--- config.mk ---
export PLATFORM = sky130hd
export DESIGN_NAME = acv_queue
export DESIGN_NICKNAME = d
export VERILOG_FILES = /design/src/rtl/acv_pkg.sv /design/src/rtl/acv_queue.sv
export SDC_FILE = /design/constraint.sdc
export NUM_CORES = 1
export LEC_CHECK = 0
export BUFFER_PORTS_ARGS = -buffer_cell sky130_fd_sc_hd__buf_2
export CAP_MARGIN = 25
export CORE_ASPECT_RATIO = 1.1
export CORE_MARGIN = 4
export CORE_UTILIZATION = 52
export CTS_CLUSTER_DIAMETER = 120
export DETAILED_ROUTE_END_ITERATION = 10
export GPL_ROUTABILITY_DRIVEN = 0
export MAX_ROUTING_LAYER = met4
export PLACE_DENSITY_LB_ADDON = 0.08
export SETUP_SLACK_MARGIN = 0.5
export SLEW_MARGIN = 15
export SYNTH_ARGS = -nofsm -noshare
export SYNTH_HDL_FRONTEND = slang
export SYNTH_SLANG_ARGS = --single-unit
export TNS_END_PERCENT = 50
--- constraint.sdc ---
create_clock -name clock -period 3.5 [get_ports clock]
set_clock_uncertainty 0.1 [all_clocks]
set_input_delay 0.175 -clock clock [delete_from_list [all_inputs] [get_ports clock]]
set_output_delay 0.175 -clock clock [all_outputs]
set_load 0.01 [all_outputs]
--- src/rtl/acv_pkg.sv ---
// Shared types and constants of the block autocovariance accumulator.
`timescale 1ns / 1ps
package acv_pkg;
   localparam int SAMPLE_W   = 8;
   localparam int PASS_W     = 11;
   localparam int MEAN_W     = 16;
   localparam int LAG_W      = 6;
   localparam int COV_W      = 24;
   localparam int CSR_IDX_W  = 2;
   localparam int CSR_DATA_W = 16;
   localparam int ADDR_W     = 7;

   localparam logic [CSR_IDX_W-1:0] IDX_NUM_PASSES = 2'd0;
   localparam logic [CSR_IDX_W-1:0] IDX_MEAN_Q8    = 2'd1;

   localparam logic [COV_W-1:0] COV_MAX = {COV_W{1'b1}};

   // Configuration as seen by the rest of the block.
   typedef struct packed {
      logic [PASS_W-1:0] num_passes;
      logic [MEAN_W-1:0] mean_q8;
   } cfg_type;

   // One entry of the queue between front and back.
   typedef struct packed {
      logic [SAMPLE_W-1:0] sample;
      logic [ADDR_W-1:0]   addr;
      logic                last;
      logic                emit;
      logic [PASS_W-1:0]   passes;
   } entry_type;
endpackage

--- src/rtl/acv_queue.sv ---
// Two-entry queue that decouples the front end from the back end.
`timescale 1ns / 1ps
module acv_queue (
   input  logic               clock,
   input  logic               reset,
   input  logic               push,
   input  acv_pkg::entry_type push_entry,
   output logic               full,
   input  logic               pop,
   output logic               not_empty,
   output acv_pkg::entry_type head
);
   import acv_pkg::*;

   entry_type  slot0_ff, slot0_in, slot1_ff, slot1_in;
   logic [1:0] fill_ff, fill_in;

   assign full      = (fill_ff == 2'd2);
   assign not_empty = (fill_ff != 2'd0);
   assign head      = slot0_ff;

   always_comb begin
      slot0_in = slot0_ff;
      slot1_in = slot1_ff;
      fill_in  = fill_ff;
      if (pop) begin
         slot0_in = slot1_ff;
      end
      if (push) begin
         if ((fill_ff == 2'd0) || (pop && fill_ff == 2'd1)) begin
            slot0_in = push_entry;
         end else begin
            slot1_in = push_entry;
         end
      end
      fill_in = fill_ff + {1'b0, push} - {1'b0, pop};
   end

   always_ff @(posedge clock) begin
      slot0_ff <= slot0_in;
      slot1_ff <= slot1_in;
      if (reset) begin
         fill_ff <= '0;
      end else begin
         fill_ff <= fill_in;
      end
   end
endmodule

# Word-level counts from Yosys, hierarchy flattened
# Cells that the tools add are included.
[totals]
reg_bits = 58
inputBits = 32
output_inout_bits = 30
wordCells = 24
[op_classes]
addsub = 2
n_eq_ne = 2
mux = 3
bitwise_logic = 1
n_reduce_logical = 5
[ops]
columns = ["operator", "count"]
rows = [
  ["2-to-1 mux 28 bit", 3],
  ["adder 2 x 1 -> 2 bit", 1],
  ["equality test 2 x 1 -> 1 bit, second input constant", 1],
  ["equality test 2 bit, second input constant", 1],
  ["zero test 2 bit", 1],
  ["AND reduction 2 bit", 1],
  ["nonzero test 2 bit", 1],
  ["subtractor 2 x 1 -> 2 bit", 1],
  ["logical AND 1 bit", 1],
  ["logical OR 1 bit", 1],
  ["inverter 1 bit", 1],
]

# Logic depth before layout (Yosys ltp)
[logic_depth]
ltp_word = 5
ltp_mapped = 6
depth_no_buf = 6

# Worst setup path after synthesis
# OpenSTA, ideal clock, no wires.
[synth_timing]
path_type = "reg-to-reg"
from = "register fill_ff[0]"
to = "register slot1_ff[0] (netlist name) (enable)"
setup_ns = 0.456
arrival_time_ns = 2.532
required_ns = 2.944
slack_ns = 0.411
path_stages_with_launch = 3
path_buffers = 0
synth_period_minus_slack_ns = 3.089
path_cell_list = "dfxtp_1 nand2b_2 a21boi_0"
[synth_via]
elab_chain_len = 5
word_cells_on_any_way = 6
classes_between = "eq/ne: 1; bitwise: 1; reduce/logical: 4"
[synth_lines]
columns = ["item", "line_no", "source"]
rows = [
  ["start: declaration", "acv_queue.sv:16", "logic [1:0] fill_ff, fill_in;"],
  ["start signal: assignment", "acv_queue.sv:45", "fill_ff <= fill_in;"],
  ["equality test 2 x 1 -> 1 bit", "acv_queue.sv:30", "if ((fill_ff == 2'd0) || (pop && fill_ff == 2'd1)) begin"],
  ["logical AND 1 bit", "acv_queue.sv:30", ""],
  ["logical OR 1 bit *", "acv_queue.sv:30", ""],
  ["inverter 1 bit (no source line) *", "-", ""],
  ["AND reduction 2 bit (no source line) *", "-", ""],
  ["end signal: assignment", "acv_queue.sv:41", "slot1_ff <= slot1_in;"],
  ["end: declaration", "acv_queue.sv:15", "entry_type slot0_ff, slot0_in, slot1_ff, slot1_in;"],
]
# Every way passes the cells marked *; elsewhere a longest branch is shown, timed or not.
# A chain may end at the register's enable or synchronous reset.

# Final worst setup path
[layout_timing]
from = "register fill_ff[1]"
to = "register slot1_ff[26] (netlist name) (enable)"
# Same word-level chain as after synthesis.

==> results.py <==
metrics = {
    "run_status": {
        "outcome": "finished, final reports clean",
    },
    "layout": {
        "drive_above_1_share_pct": 58.1,
        "antenna_cells": 0,
        "syn2layout_area_growth_pct": 33.2,
        "fin_util_pct": 73.0,
        "nNetsFinal": 264,
        "post-route-cell-area_um2": 3200,
        "final_cells": 288,
        "final_common_cell": "buf_2",
        "layout_common_cells": "buf_2 (61), mux2_4 (40), dfxtp_1 (30), dlygate4sd3_1 (29), edfxtp_1 (28)",
    },
    "power_and_ir_drop": {
        "power_density_nw_per_um2": 613,
        "p_leak_nw": 1.44,
        "ir_drop_mv": 0.401,
    },
    "clocking": {
        "cts_root_buf": "clkbuf_8",
        "clk_latency_ns": 0.32,
        "cts_buffer_depth": 2,
        "cts_made_buffers": 9,
        "cts_tree": "built",
        "cts_sinks": 58,
        "h-tree-depth": 3,
        "clkTransAtPathRegs_ns": 0.06,
    },
    "drt": {
        "drt_wl_total_um": 4330,
        "viasPerCell": 4.82,
        "wl_per_cell_um": 15.0,
        "drc": 0,
        "drtIter0Drc": 55,
        "ant_nets": 0,
        "drt_pass1_iterations": 2,
        "vias": 1388,
    },
    "place": {
        "port_buffers": 61,
        "placed_cell_area_um2": 2720,
        "dpl.cell_count": 244,
        "dp_hpwl_um": 2760,
    },
    "synth": {
        "ys_ff_latch": 58,
        "yosysSeqAreaShare_pct": 60.0,
        "synth_area_um2": 2400,
        "synth.distinct_cells": 16,
        "syn_inst": 133,
        "syn_avg_cell_area_um2": 18.1,
        "yosys.area.top_type": "edfxtp_1",
        "synth.area.top_cells": "edfxtp_1 (35%), dfxtp_1 (25%), mux2_4 (25%), mux2_2 (7.5%), buf_12 (1.7%)",
        "yosysTopAreaCellShare_pct": 35.0,
        "syn_nets": 167,
        "yosys_warnings": 0,
    },
    "timing": {
        "rsz0062_at_grt": "false",
        "setup_tns_ns": 0,
        "whs_ns": 0.162,
        "timing.fmax_ghz": 0.575,
        "period_share_pct": 49.7,
        "setup_viol": 0,
        "slew_violations": 0,
        "tightest_slew_ns": 0.948,
        "slew-limit-headroom_pct": 36.7,
        "finalCriticalPeriod_ns": 1.74,
        "final_hold_viol_count": 0,
    },
    "setup_path": {
        "r2r_end": "slot1_ff[26]",
        "r2r_cells": 2,
        "crit_type": "reg -> reg",
        "regToRegSetupSlack_ns": 1.76,
        "startpoint": "fill_ff[1]",
        "r2r-start": "fill_ff[1]",
        "worstSetupStartpointType": "flip-flop",
        "critical_path_required_ns": 3.34,
        "worstSetupEndpointType": "flip-flop",
        "critPathMaxFanout": 28,
        "crit_end": "slot1_ff[26]",
        "arrival_ns": 1.58,
    },
    "die": {
        "rows": 25,
        "die_h_um": 79.3,
        "die_x_um": 72.8,
        "core_um2": 4380,
        "dieArea_um2": 5770,
        "boundaryPins": 62,
        "start_util_pct": 54.8,
    },
    "global_routing": {
        "grt_first_pass_wirelength_um": 7110,
        "grt.total_usage_pct": 16.9,
        "grt_pass1_vias": 1555,
        "grt_max_degree": 30,
        "antenna_found_initial": 0,
        "grt_overflow": 0,
    },
    "run": {
        "max-cap-violations": 0,
    },
    "hold_path": {
        "holdCritPathClass": "in -> reg",
    },
}
==> critical path, cell delays in order (launching register included) <==
cell	delay, ns
dfxtp_1	0.35
inv_1	0.13
a21boi_4	0.78
==> report_power, final <==
part,leakage (nW),switching (W),internal [W]
registers,0.512,0.0000516,0.000845
clock network,0.101,0.000241,0.000328
logic,0.830,0.000204,0.000291
total,1.44,0.000496,0.00146
==> how the worst min path moves through the flow <==
stage	startpoint	to	slack, ns	cells past startpoint
2_1_floorplan	reset	fill_ff[0]	0.15	1
3_3_place_gp	reset	fill_ff[1]	0.25	2
3_5_place_dp	reset	fill_ff[0]	0.26	2
4_1_cts	push	fill_ff[0]	0.15	3
5_1_grt	push	fill_ff[0]	0.20	3
6_report	push	fill_ff[0]	0.16	3
==> routing by layer <==
metal	up-vias	global-route usage, %	part of all wire [%]
met5	-	-	0
met4	0	9.96	1.4
met3	6	3.42	4.2
met2	39	28.1	52
met1	659	18.5	42
li1	684	-	-
==> stage by stage <==
step           setup WS (ns)  total power (W)
3_5_place_dp            1.71          0.00139
4_1_cts                 1.73          0.00198
6_report                1.76          0.00196
5_1_grt                 1.65          0.00206
3_3_place_gp            1.77          0.00137
2_1_floorplan           1.15          0.00124
==> synth_stat cells (all sizes together) <==
master  count
mux2       56
nor2b       1
a21boi      1
ha          2
nor2        2
xnor2       1
inv         3
nand3       1
xor2        1
nand2b      1
buf         5
dfxtp      30
nand2       1
edfxtp     28
==> cells by family after synthesis <==
family          Yosys count  synth area share [%]
compound gates            1                 0.313
xor+xnor                  2                 0.730
fa+ha+maj                 2                  1.04
buf+inv                   8                  3.54
flops                    58                  60.0
mux                      56                  32.5
simple gates              6                  1.82
==> registers in the layout, indices dropped and copies added, names as in the netlist <==
register  count
slot1_ff     28
fill_ff       2
head         28
==> area by class of cell <==
| class | count | area, µm² |
|---|---|---|
| clock buffer | 13 | 179 |
| clock inverter | 2 | 10.0 |
| fill | 307 | 1180 |
| inverter | 3 | 11.3 |
| multi-input combinational | 67 | 886 |
| sequential | 58 | 1440 |
| tap | 54 | 67.6 |
| timing repair buffer | 91 | 603 |
==> what timing repair did <==
item	4_1_cts	5_1_grt
hold buffers	29	0
endpoints found under the hold margin	54	0
buffers inserted	0	0
gates resized for setup	0	0
No activity file was read; power rests on OpenSTA's default activity.
