--- config.mk ---
export PLATFORM = sky130hd
export DESIGN_NAME = acv_front_flat
export DESIGN_NICKNAME = d
export VERILOG_FILES = /design/src/rtl/acv_pkg.sv /design/src/rtl/acv_if.sv /design/src/rtl/acv_front.sv /design/src/flat_wrapper.sv
export SDC_FILE = /design/constraint.sdc
export NUM_CORES = 1
export LEC_CHECK = 0
export BUFFER_PORTS_ARGS = -buffer_cell sky130_fd_sc_hd__buf_4
export CAP_MARGIN = 20
export CORE_MARGIN = 2
export CORE_UTILIZATION = 44
export CTS_BUF_LIST = sky130_fd_sc_hd__clkbuf_8 sky130_fd_sc_hd__clkbuf_16
export DETAILED_ROUTE_END_ITERATION = 6
export GPL_ROUTABILITY_DRIVEN = 0
export PLACE_DENSITY = 0.86
export SETUP_SLACK_MARGIN = 0.4
export SYNTH_ARGS = -nofsm -noshare
export SYNTH_HDL_FRONTEND = slang
export SYNTH_SLANG_ARGS = --single-unit
--- constraint.sdc ---
create_clock -name clock -period 2.3 [get_ports clock]
set_input_delay 0.115 -clock clock [delete_from_list [all_inputs] [get_ports clock]]
set_output_delay 0.115 -clock clock [all_outputs]
set_load 0.01 [all_outputs]
--- src/rtl/acv_pkg.sv ---
// Shared types and constants of the block autocovariance accumulator.
`timescale 1ns / 1ps
package acv_pkg;
   localparam int SAMPLE_W   = 8;
   localparam int PASS_W     = 11;
   localparam int MEAN_W     = 16;
   localparam int LAG_W      = 6;
   localparam int COV_W      = 24;
   localparam int CSR_IDX_W  = 2;
   localparam int CSR_DATA_W = 16;
   localparam int ADDR_W     = 7;

   localparam logic [CSR_IDX_W-1:0] IDX_NUM_PASSES = 2'd0;
   localparam logic [CSR_IDX_W-1:0] IDX_MEAN_Q8    = 2'd1;

   localparam logic [COV_W-1:0] COV_MAX = {COV_W{1'b1}};

   // Configuration as seen by the rest of the block.
   typedef struct packed {
      logic [PASS_W-1:0] num_passes;
      logic [MEAN_W-1:0] mean_q8;
   } cfg_type;

   // One entry of the queue between front and back.
   typedef struct packed {
      logic [SAMPLE_W-1:0] sample;
      logic [ADDR_W-1:0]   addr;
      logic                last;
      logic                emit;
      logic [PASS_W-1:0]   passes;
   } entry_type;
endpackage

--- src/rtl/acv_if.sv ---
// Handshake channel interfaces for samples, results and register writes.
`timescale 1ns / 1ps
interface acv_req_if;
   import acv_pkg::*;
   logic                valid;
   logic                ready;
   logic [SAMPLE_W-1:0] sample;
   modport source (output valid, output sample, input ready);
   modport sink (input valid, input sample, output ready);
endinterface


interface acv_csr_if;
   import acv_pkg::*;
   logic                  valid;
   logic                  ready;
   logic [CSR_IDX_W-1:0]  index;
   logic [CSR_DATA_W-1:0] data;
   modport source (output valid, output index, output data, input ready);
   modport sink (input valid, input index, input data, output ready);
endinterface

--- src/rtl/acv_front.sv ---
// Front end: registers, sample counting, pass tracking and item classification.
`timescale 1ns / 1ps
module acv_front #(
   parameter int BLOCK_SIZE = 128,
   parameter int MAX_PASSES = 1024
) (
   input  logic               clock,
   input  logic               reset,
   acv_req_if.sink            req_ch,
   acv_csr_if.sink            csr_ch,
   input  logic               q_full,
   output logic               push,
   output acv_pkg::entry_type push_entry,
   output acv_pkg::cfg_type   cfg
);
   import acv_pkg::*;

   localparam int CNT_W = $clog2(BLOCK_SIZE);

   logic [PASS_W-1:0] num_passes_ff, num_passes_in;
   logic [MEAN_W-1:0] mean_ff, mean_in;
   logic [CNT_W-1:0]  count_ff, count_in;
   logic [PASS_W-1:0] pass_ff, pass_in;
   logic              finished_ff, finished_in;
   logic [PASS_W-1:0] eff_passes;
   logic              take, live, block_end, last_pass;

   assign csr_ch.ready = 1'b1;
   assign req_ch.ready = !q_full;
   assign take = req_ch.valid && !q_full;

   always_comb begin
      if (32'(num_passes_ff) > MAX_PASSES) begin
         eff_passes = PASS_W'(MAX_PASSES);
      end else begin
         eff_passes = num_passes_ff;
      end
   end

   assign live      = !finished_ff && (pass_ff <= eff_passes);
   assign block_end = (count_ff == CNT_W'(BLOCK_SIZE - 1));
   assign last_pass = (pass_ff == eff_passes);
   assign push      = take && live;

   always_comb begin
      push_entry.sample = req_ch.sample;
      push_entry.addr   = ADDR_W'(count_ff);
      push_entry.last   = block_end;
      push_entry.emit   = block_end && last_pass;
      push_entry.passes = pass_ff;
   end

   assign cfg.num_passes = num_passes_ff;
   assign cfg.mean_q8    = mean_ff;

   always_comb begin
      num_passes_in = num_passes_ff;
      mean_in       = mean_ff;
      count_in      = count_ff;
      pass_in       = pass_ff;
      finished_in   = finished_ff;
      if (csr_ch.valid) begin
         if (csr_ch.index == IDX_NUM_PASSES) begin
            num_passes_in = csr_ch.data[PASS_W-1:0];
         end else if (csr_ch.index == IDX_MEAN_Q8) begin
            mean_in = csr_ch.data;
         end
      end
      if (push) begin
         if (block_end) begin
            count_in = '0;
            if (last_pass) begin
               finished_in = 1'b1;
            end else begin
               pass_in = pass_ff + 1'b1;
            end
         end else begin
            count_in = count_ff + 1'b1;
         end
      end
   end

   always_ff @(posedge clock) begin
      if (reset) begin
         num_passes_ff <= PASS_W'(1);
         mean_ff       <= '0;
         count_ff      <= '0;
         pass_ff       <= PASS_W'(1);
         finished_ff   <= 1'b0;
      end else begin
         num_passes_ff <= num_passes_in;
         mean_ff       <= mean_in;
         count_ff      <= count_in;
         pass_ff       <= pass_in;
         finished_ff   <= finished_in;
      end
   end
endmodule

--- src/flat_wrapper.sv ---
// flat-port wrapper written by rule: the top's interface ports become plain ports
module acv_front_flat import acv_pkg::*;
#(
   parameter int BLOCK_SIZE = 128,
   parameter int MAX_PASSES = 1024
)
  (clock, reset, q_full, push, push_entry, cfg, req_ch_valid, req_ch_sample, req_ch_ready, csr_ch_valid, csr_ch_index, csr_ch_data, csr_ch_ready);
  acv_req_if req_ch_i ();
  acv_csr_if csr_ch_i ();
  input  logic clock;
  input  logic reset;
  input  logic q_full;
  output logic push;
  output acv_pkg::entry_type push_entry;
  output acv_pkg::cfg_type cfg;
  input wire logic [$bits(req_ch_i.valid)-1:0] req_ch_valid;
  input wire logic [$bits(req_ch_i.sample)-1:0] req_ch_sample;
  output wire logic [$bits(req_ch_i.ready)-1:0] req_ch_ready;
  input wire logic [$bits(csr_ch_i.valid)-1:0] csr_ch_valid;
  input wire logic [$bits(csr_ch_i.index)-1:0] csr_ch_index;
  input wire logic [$bits(csr_ch_i.data)-1:0] csr_ch_data;
  output wire logic [$bits(csr_ch_i.ready)-1:0] csr_ch_ready;
  assign req_ch_i.valid = req_ch_valid;
  assign req_ch_i.sample = req_ch_sample;
  assign req_ch_ready = req_ch_i.ready;
  assign csr_ch_i.valid = csr_ch_valid;
  assign csr_ch_i.index = csr_ch_index;
  assign csr_ch_i.data = csr_ch_data;
  assign csr_ch_ready = csr_ch_i.ready;
  acv_front #(.BLOCK_SIZE(BLOCK_SIZE), .MAX_PASSES(MAX_PASSES)) u_core (.clock(clock), .reset(reset), .req_ch(req_ch_i), .csr_ch(csr_ch_i), .q_full(q_full), .push(push), .push_entry(push_entry), .cfg(cfg));
endmodule
After elaboration in Yosys (flattened, before gate mapping)
Cells that the tools add are included.

storage, ports and cells
  flip-flop bits (word level) = 46
  bits of input ports = 31
  output and inout port bits = 58
  logic and storage cells = 27

cells by class
  $add $sub $neg = 2
  $lt $le $gt $ge = 2
  equal/unequal tests = 3
  mux-type cells = 2
  bitwise logic cells = 2
  reduce and logical (&&, ||, !) cells = 11

operators with widths
  cell                     number
  $add A11 B1 Y11 const B  1
  $eq A11 B11 Y1           1
  $gt A11 B11 Y1 const B   1
  $le A11 B11 Y1           1
  $mux W11                 1
  $reduce_and A3 Y1        3
  $add A7 B1 Y7 const B    1
  $eq A7 B7 Y1 const B     1
  $mux W7                  1
  $logic_and A1 B1 Y1      4
  $eq A2 B1 Y1 const B     1
  $logic_not A1 Y1         2
  $logic_not A2 Y1         1
  $not A1 Y1               2
  $reduce_and A2 Y1        1

Longest topological paths before layout
  word-level depth = 6
  gate-level depth with buffers = 11
  depth with buffers taken out = 9

Least setup slack after synthesis
Ideal clock, no wire load.

  kind = register -> register
  start = register u_core.num_passes_ff[10]
  end = register u_core.pass_ff[8]
  setup time = 0.070 ns
  arrival time = 2.279 ns
  required time = 2.230 ns
  slack = -0.049 ns
  cell stages (with the launch flop) = 11
  path buffers = 1
  clock period less this slack = 2.349 ns
  cell sequence = dfxtp_1 -> inv_1 -> clkbuf_1 -> nand2_1 -> ha_1 -> a21oi_1 -> o2111ai_1 -> a21oi_2 -> nand3_2 -> or4_1 -> a21oi_1

between the ends
  longest elaborated chain between the ends = 6
  elaborated cells on any way between the ends = 8
  classes of those cells = order compare (2); eq/ne (1); mux (1); bitwise (1); reduce/logical (3)

RTL lines
  what                                    line             text
  from (decl)                             acv_front.sv:20  logic [PASS_W-1:0] num_passes_ff, num_passes_in;
  from (signal assigned)                  acv_front.sv:91  num_passes_ff <= num_passes_in;
  $gt A11 B11 Y1                          acv_front.sv:33  if (32'(num_passes_ff) > MAX_PASSES) begin
  $mux W11 (*)                            acv_front.sv:33
  $le A11 B11 Y1                          acv_front.sv:40  assign live = !finished_ff && (pass_ff <= eff_passes);
  $logic_and A1 B1 Y1                     acv_front.sv:40
  $logic_and A1 B1 Y1                     acv_front.sv:43  assign push = take && live;
  $reduce_and A3 Y1 (no source line) (*)  --
  to (signal assigned)                    acv_front.sv:94  pass_ff <= pass_in;
  to (decl)                               acv_front.sv:23  logic [PASS_W-1:0] pass_ff, pass_in;

Mark *: on every way between the ends. The rest lies on a longest branch, timed or not.
A chain may end at the register's enable or synchronous reset.

Worst setup path in the final report
  start = register u_core.num_passes_ff[10]
  end = register u_core.pass_ff[6]

The elaborated chain is that of the path after synthesis.

==> metrics.md <==
| Metric | Value |
|---|---|
| R2r setup slk | `-0.008 ns` |
| Critical path depth | `10` |
| Crit path launch type | `flop` |
| Slew @ Worst Pin | `0.6087 ns` |
| Power per standard cell area | `487.4 nW/µm²` |
| Setup slack after layout | `-0.007894 ns` |
| Initial DRC count | `169` |
| Root buffer cell | `clkbuf_8` |
| FP Rows | `26` |
| Post-synth top flop | `dfxtp_1` |
| Die Ht | `75.82 µm` |
| Worst Skew | `0.01035 ns` |
| CP max stage delay | `0.50 ns` |
| Count of input and output buffers | `71` |
| Final hold violation count | `0` |
| Tcrit/Tclk final | `100.3%` |
| Synth area leader | `dfxtp_1` |
| Detailed Place HPWL | `4.299 mm` |
| Yosys cell types | `45` |
| Drc violations | `0` |
| Placed cell area | `2958 µm²` |
| Vias per inst | `5.397` |
| Post-synth EDFFs | `0` |
| Vias in the first global route | `2103` |
| Total GRT Usage | `22.91%` |
| # setup viols final | `1` |
| Hold path depth | `2` |
| Crit path DAT | `2.55 ns` |
| Pin count of the biggest net entering global routing | `47` |
| Worst setup path startpoint | `u_core.num_passes_ff[10]` |
| CP Max Fanout | `8` |
| CP Class | `flop to flop` |
| CORE AREA | `5042 µm²` |
| Initial antenna violation count | `0` |
| Die Wd | `75.82 µm` |
| Wire length per cell | `15.90 µm` |
| Layout cells sized above 1 | `40.74%` |
| Post-Synthesis Cells | `270` |
| Maxcap violations | `0` |
| VDD IR max | `255.2 µV` |
| Synth top area share | `40.57%` |
| RR Startpoint | `u_core.num_passes_ff[10]` |
| Htree depth | `2` |
| Crit-path slowest cell | `or4_4` |
| Slew headroom | `59.30%` |
| Worst path bufs/invs | `2` |
| Synthesized area | `2270 µm²` |
| Initial DRT Pass Iterations | `6` |
| CP top delay family | `simple AND/OR/NAND/NOR gates` |
| Clock Path Buffers | `2` |
| Failing checks | `negative setup slack` |
| DRT antenna net count | `0` |
| Max Slew Vio Count | `0` |
| Unrepaired setup endpoints after global routing | `true` |
| TritonCTS clock tree | `done` |
| Leak | `0.001385 µW` |
| Initial Utilization | `45.01%` |
| TritonCTS Sinks | `46` |
| Routed vias | `2272` |
| Crit path to | `u_core.pass_ff[6]` |
| Die area | `5749 µm²` |
| Async set-reset flop share out of synthesis | `0%` |
| Ports | `89` |
| Fmax achieved | `433.3 MHz` |
| Synth warn | `0` |
| Seq/Total Area, Yosys | `40.57%` |
| Clock insertion delay at the later pin of the skew report | `0.31 ns` |
| Post-synth net total | `314` |
| Synth top area cells | `dfxtp_1, nand2_1, a21oi_1` |
| Final TNS setup | `-0.007894 ns` |
| Drt total wl | `6.692 mm` |
| Min Tclk post-route | `2.308 ns` |
| Nets | `394` |
| Hold Path Class | `primary input to flop` |
| Syn Area/Cell | `8.406 µm²` |
| Global-route wire length before repair | `10.01 mm` |
| Design area | `3297 µm²` |
| Seq cells post-synth | `46` |
| Num CTS Buffers | `5` |
| Outcome | `finished, violations left` |
| Crit end category | `flop` |
| Sequence of cells on the critical path | `inv_6 > buf_12 > nand2_4 > ha_4 > nand4_1 > nor2_1 > a21oi_2 > nand3_4 > or4_4 > a21oi_1` |
| Req. time, crit path | `2.54 ns` |
| Register clock-pin slew on the reported worst setup and hold paths | `0.09 ns` |
| FF-to-FF End | `u_core.pass_ff[6]` |
| GRT overflow | `0` |
| FF-to-FF path depth | `10` |
| Antenna diodes | `0` |
| Layout area overhead | `45.26%` |
worst register-to-register path, cell delays in order, from the launching register on:
cell and delay (ns):
dfxtp_4 0.38, inv_6 0.09, buf_12 0.12, nand2_4 0.05, ha_4 0.24, nand4_1 0.14, nor2_1 0.09, a21oi_2 0.31
nand3_4 0.17, or4_4 0.51, a21oi_1 0.14
kinds of logic (layout without fill, tap and decap cells):
family,after synthesis,in the layout,synth area share [%]
mux,12,12,5.292
fa+ha+maj,13,13,7.167
simple gates,112,112,25.08
xor+xnor,4,4,1.544
other cells,1,1,0.1652
buf+inv,31,112,7.497
flops,46,46,40.57
compound gates,51,51,12.68
worst min path at each step:
stage	from	end
2_1_floorplan	csr_ch_data[0]	u_core.num_passes_ff[0]
3_3_place_gp	req_ch_sample[1]	push_entry[21]
3_5_place_dp	req_ch_sample[1]	push_entry[21]
4_1_cts	csr_ch_data[0]	u_core.num_passes_ff[0]
5_1_grt	csr_ch_data[0]	u_core.num_passes_ff[0]
6_report	csr_ch_data[0]	u_core.num_passes_ff[0]
repair_timing:
item | CTS | global route
gates cloned | 1 | 0
pin swaps | 23 | 5
hold buffers | 0 | 0
gates resized for setup | 20 | 6
setup endpoints to repair | 20 | 21
buffers inserted | 11 | 3
cells in the final DEF (no fill, tap or decap), types with 2 or more instances in the layout:
master,Yosys,routed
nand2_4,0,3
o31ai_1,4,3
ha_4,0,9
inv_1,8,6
o21ai_1,8,8
or3_1,6,6
buf_4,10,90
nand3_1,9,8
nand2_2,0,3
nor2b_1,3,2
inv_6,0,2
clkbuf_8,0,5
nand4_1,5,5
mux2i_1,12,12
nand2_1,46,40
nor3_2,1,2
buf_6,2,3
a21oi_1,33,28
inv_2,1,2
ha_1,13,4
clkinvlp_4,0,2
nor2_1,22,22
a21oi_2,1,5
or4_1,4,3
dfxtp_1,46,45
xnor2_1,3,3
power by group:
group          leakage [µW]  switching (µW)  internal [µW]
clock             0.0000447             302            220
combinational      0.000967             128            124
sequential         0.000373            17.6            815
sequential cells by signal, indices dropped and copies added, names as in the netlist:
| register | cells |
|---|---|
| u_core.pass_ff | 11 |
| u_core.num_passes_ff | 11 |
| u_core.mean_ff | 16 |
| u_core.count_ff | 7 |
| u_core.finished_ff | 1 |
metal layers:
metal  wire, µm  up-vias  GRT usage, %  part of all wire (%)
met1       2707     1091         27.61                    40
met3        358       21         5.952                   5.3
met2       3450       80         39.46                    52
met4        175        0         7.797                   2.6
met5          0        -             0                     0
li1           -     1080             -                     -
per-stage QoR:
stage                     hold WS (ns)  power (µW)  std cells  utilization (%)  setup slack (ns)
final                          0.02942        1607        421            65.38         -0.007894
after CTS                      0.03118        1593        418            64.09           0.09012
after global routing           0.02943        1669        421            65.38          -0.09019
after detailed placement        0.2301        1054        398            58.66          -0.03156
after floorplan                 0.2329       981.8        270                -            0.1794
after global placement          0.2301        1049        398            58.66           0.07860
layout make-up:
class | instances | area, µm²
clock inverter | 3 | 25.02
timing repair buffer | 94 | 729.5
fill | 401 | 1745
multi-input combinational | 193 | 1415
tap | 70 | 87.58
inverter | 9 | 38.79
timing repair inverter | 1 | 7.507
sequential | 46 | 924.6
clock buffer | 5 | 68.82
cell usage after synthesis, drive strengths merged, types with 4 or more instances:
master,n
a21oi,34
buf,14
clkbuf,8
dfxtp,46
ha,13
inv,9
mux2i,12
nand2,46
nand3,10
nand4,7
nor2,23
o21ai,8
o31ai,4
or3,6
or4,4
Note: power is estimated with default switching activity, not from simulation.
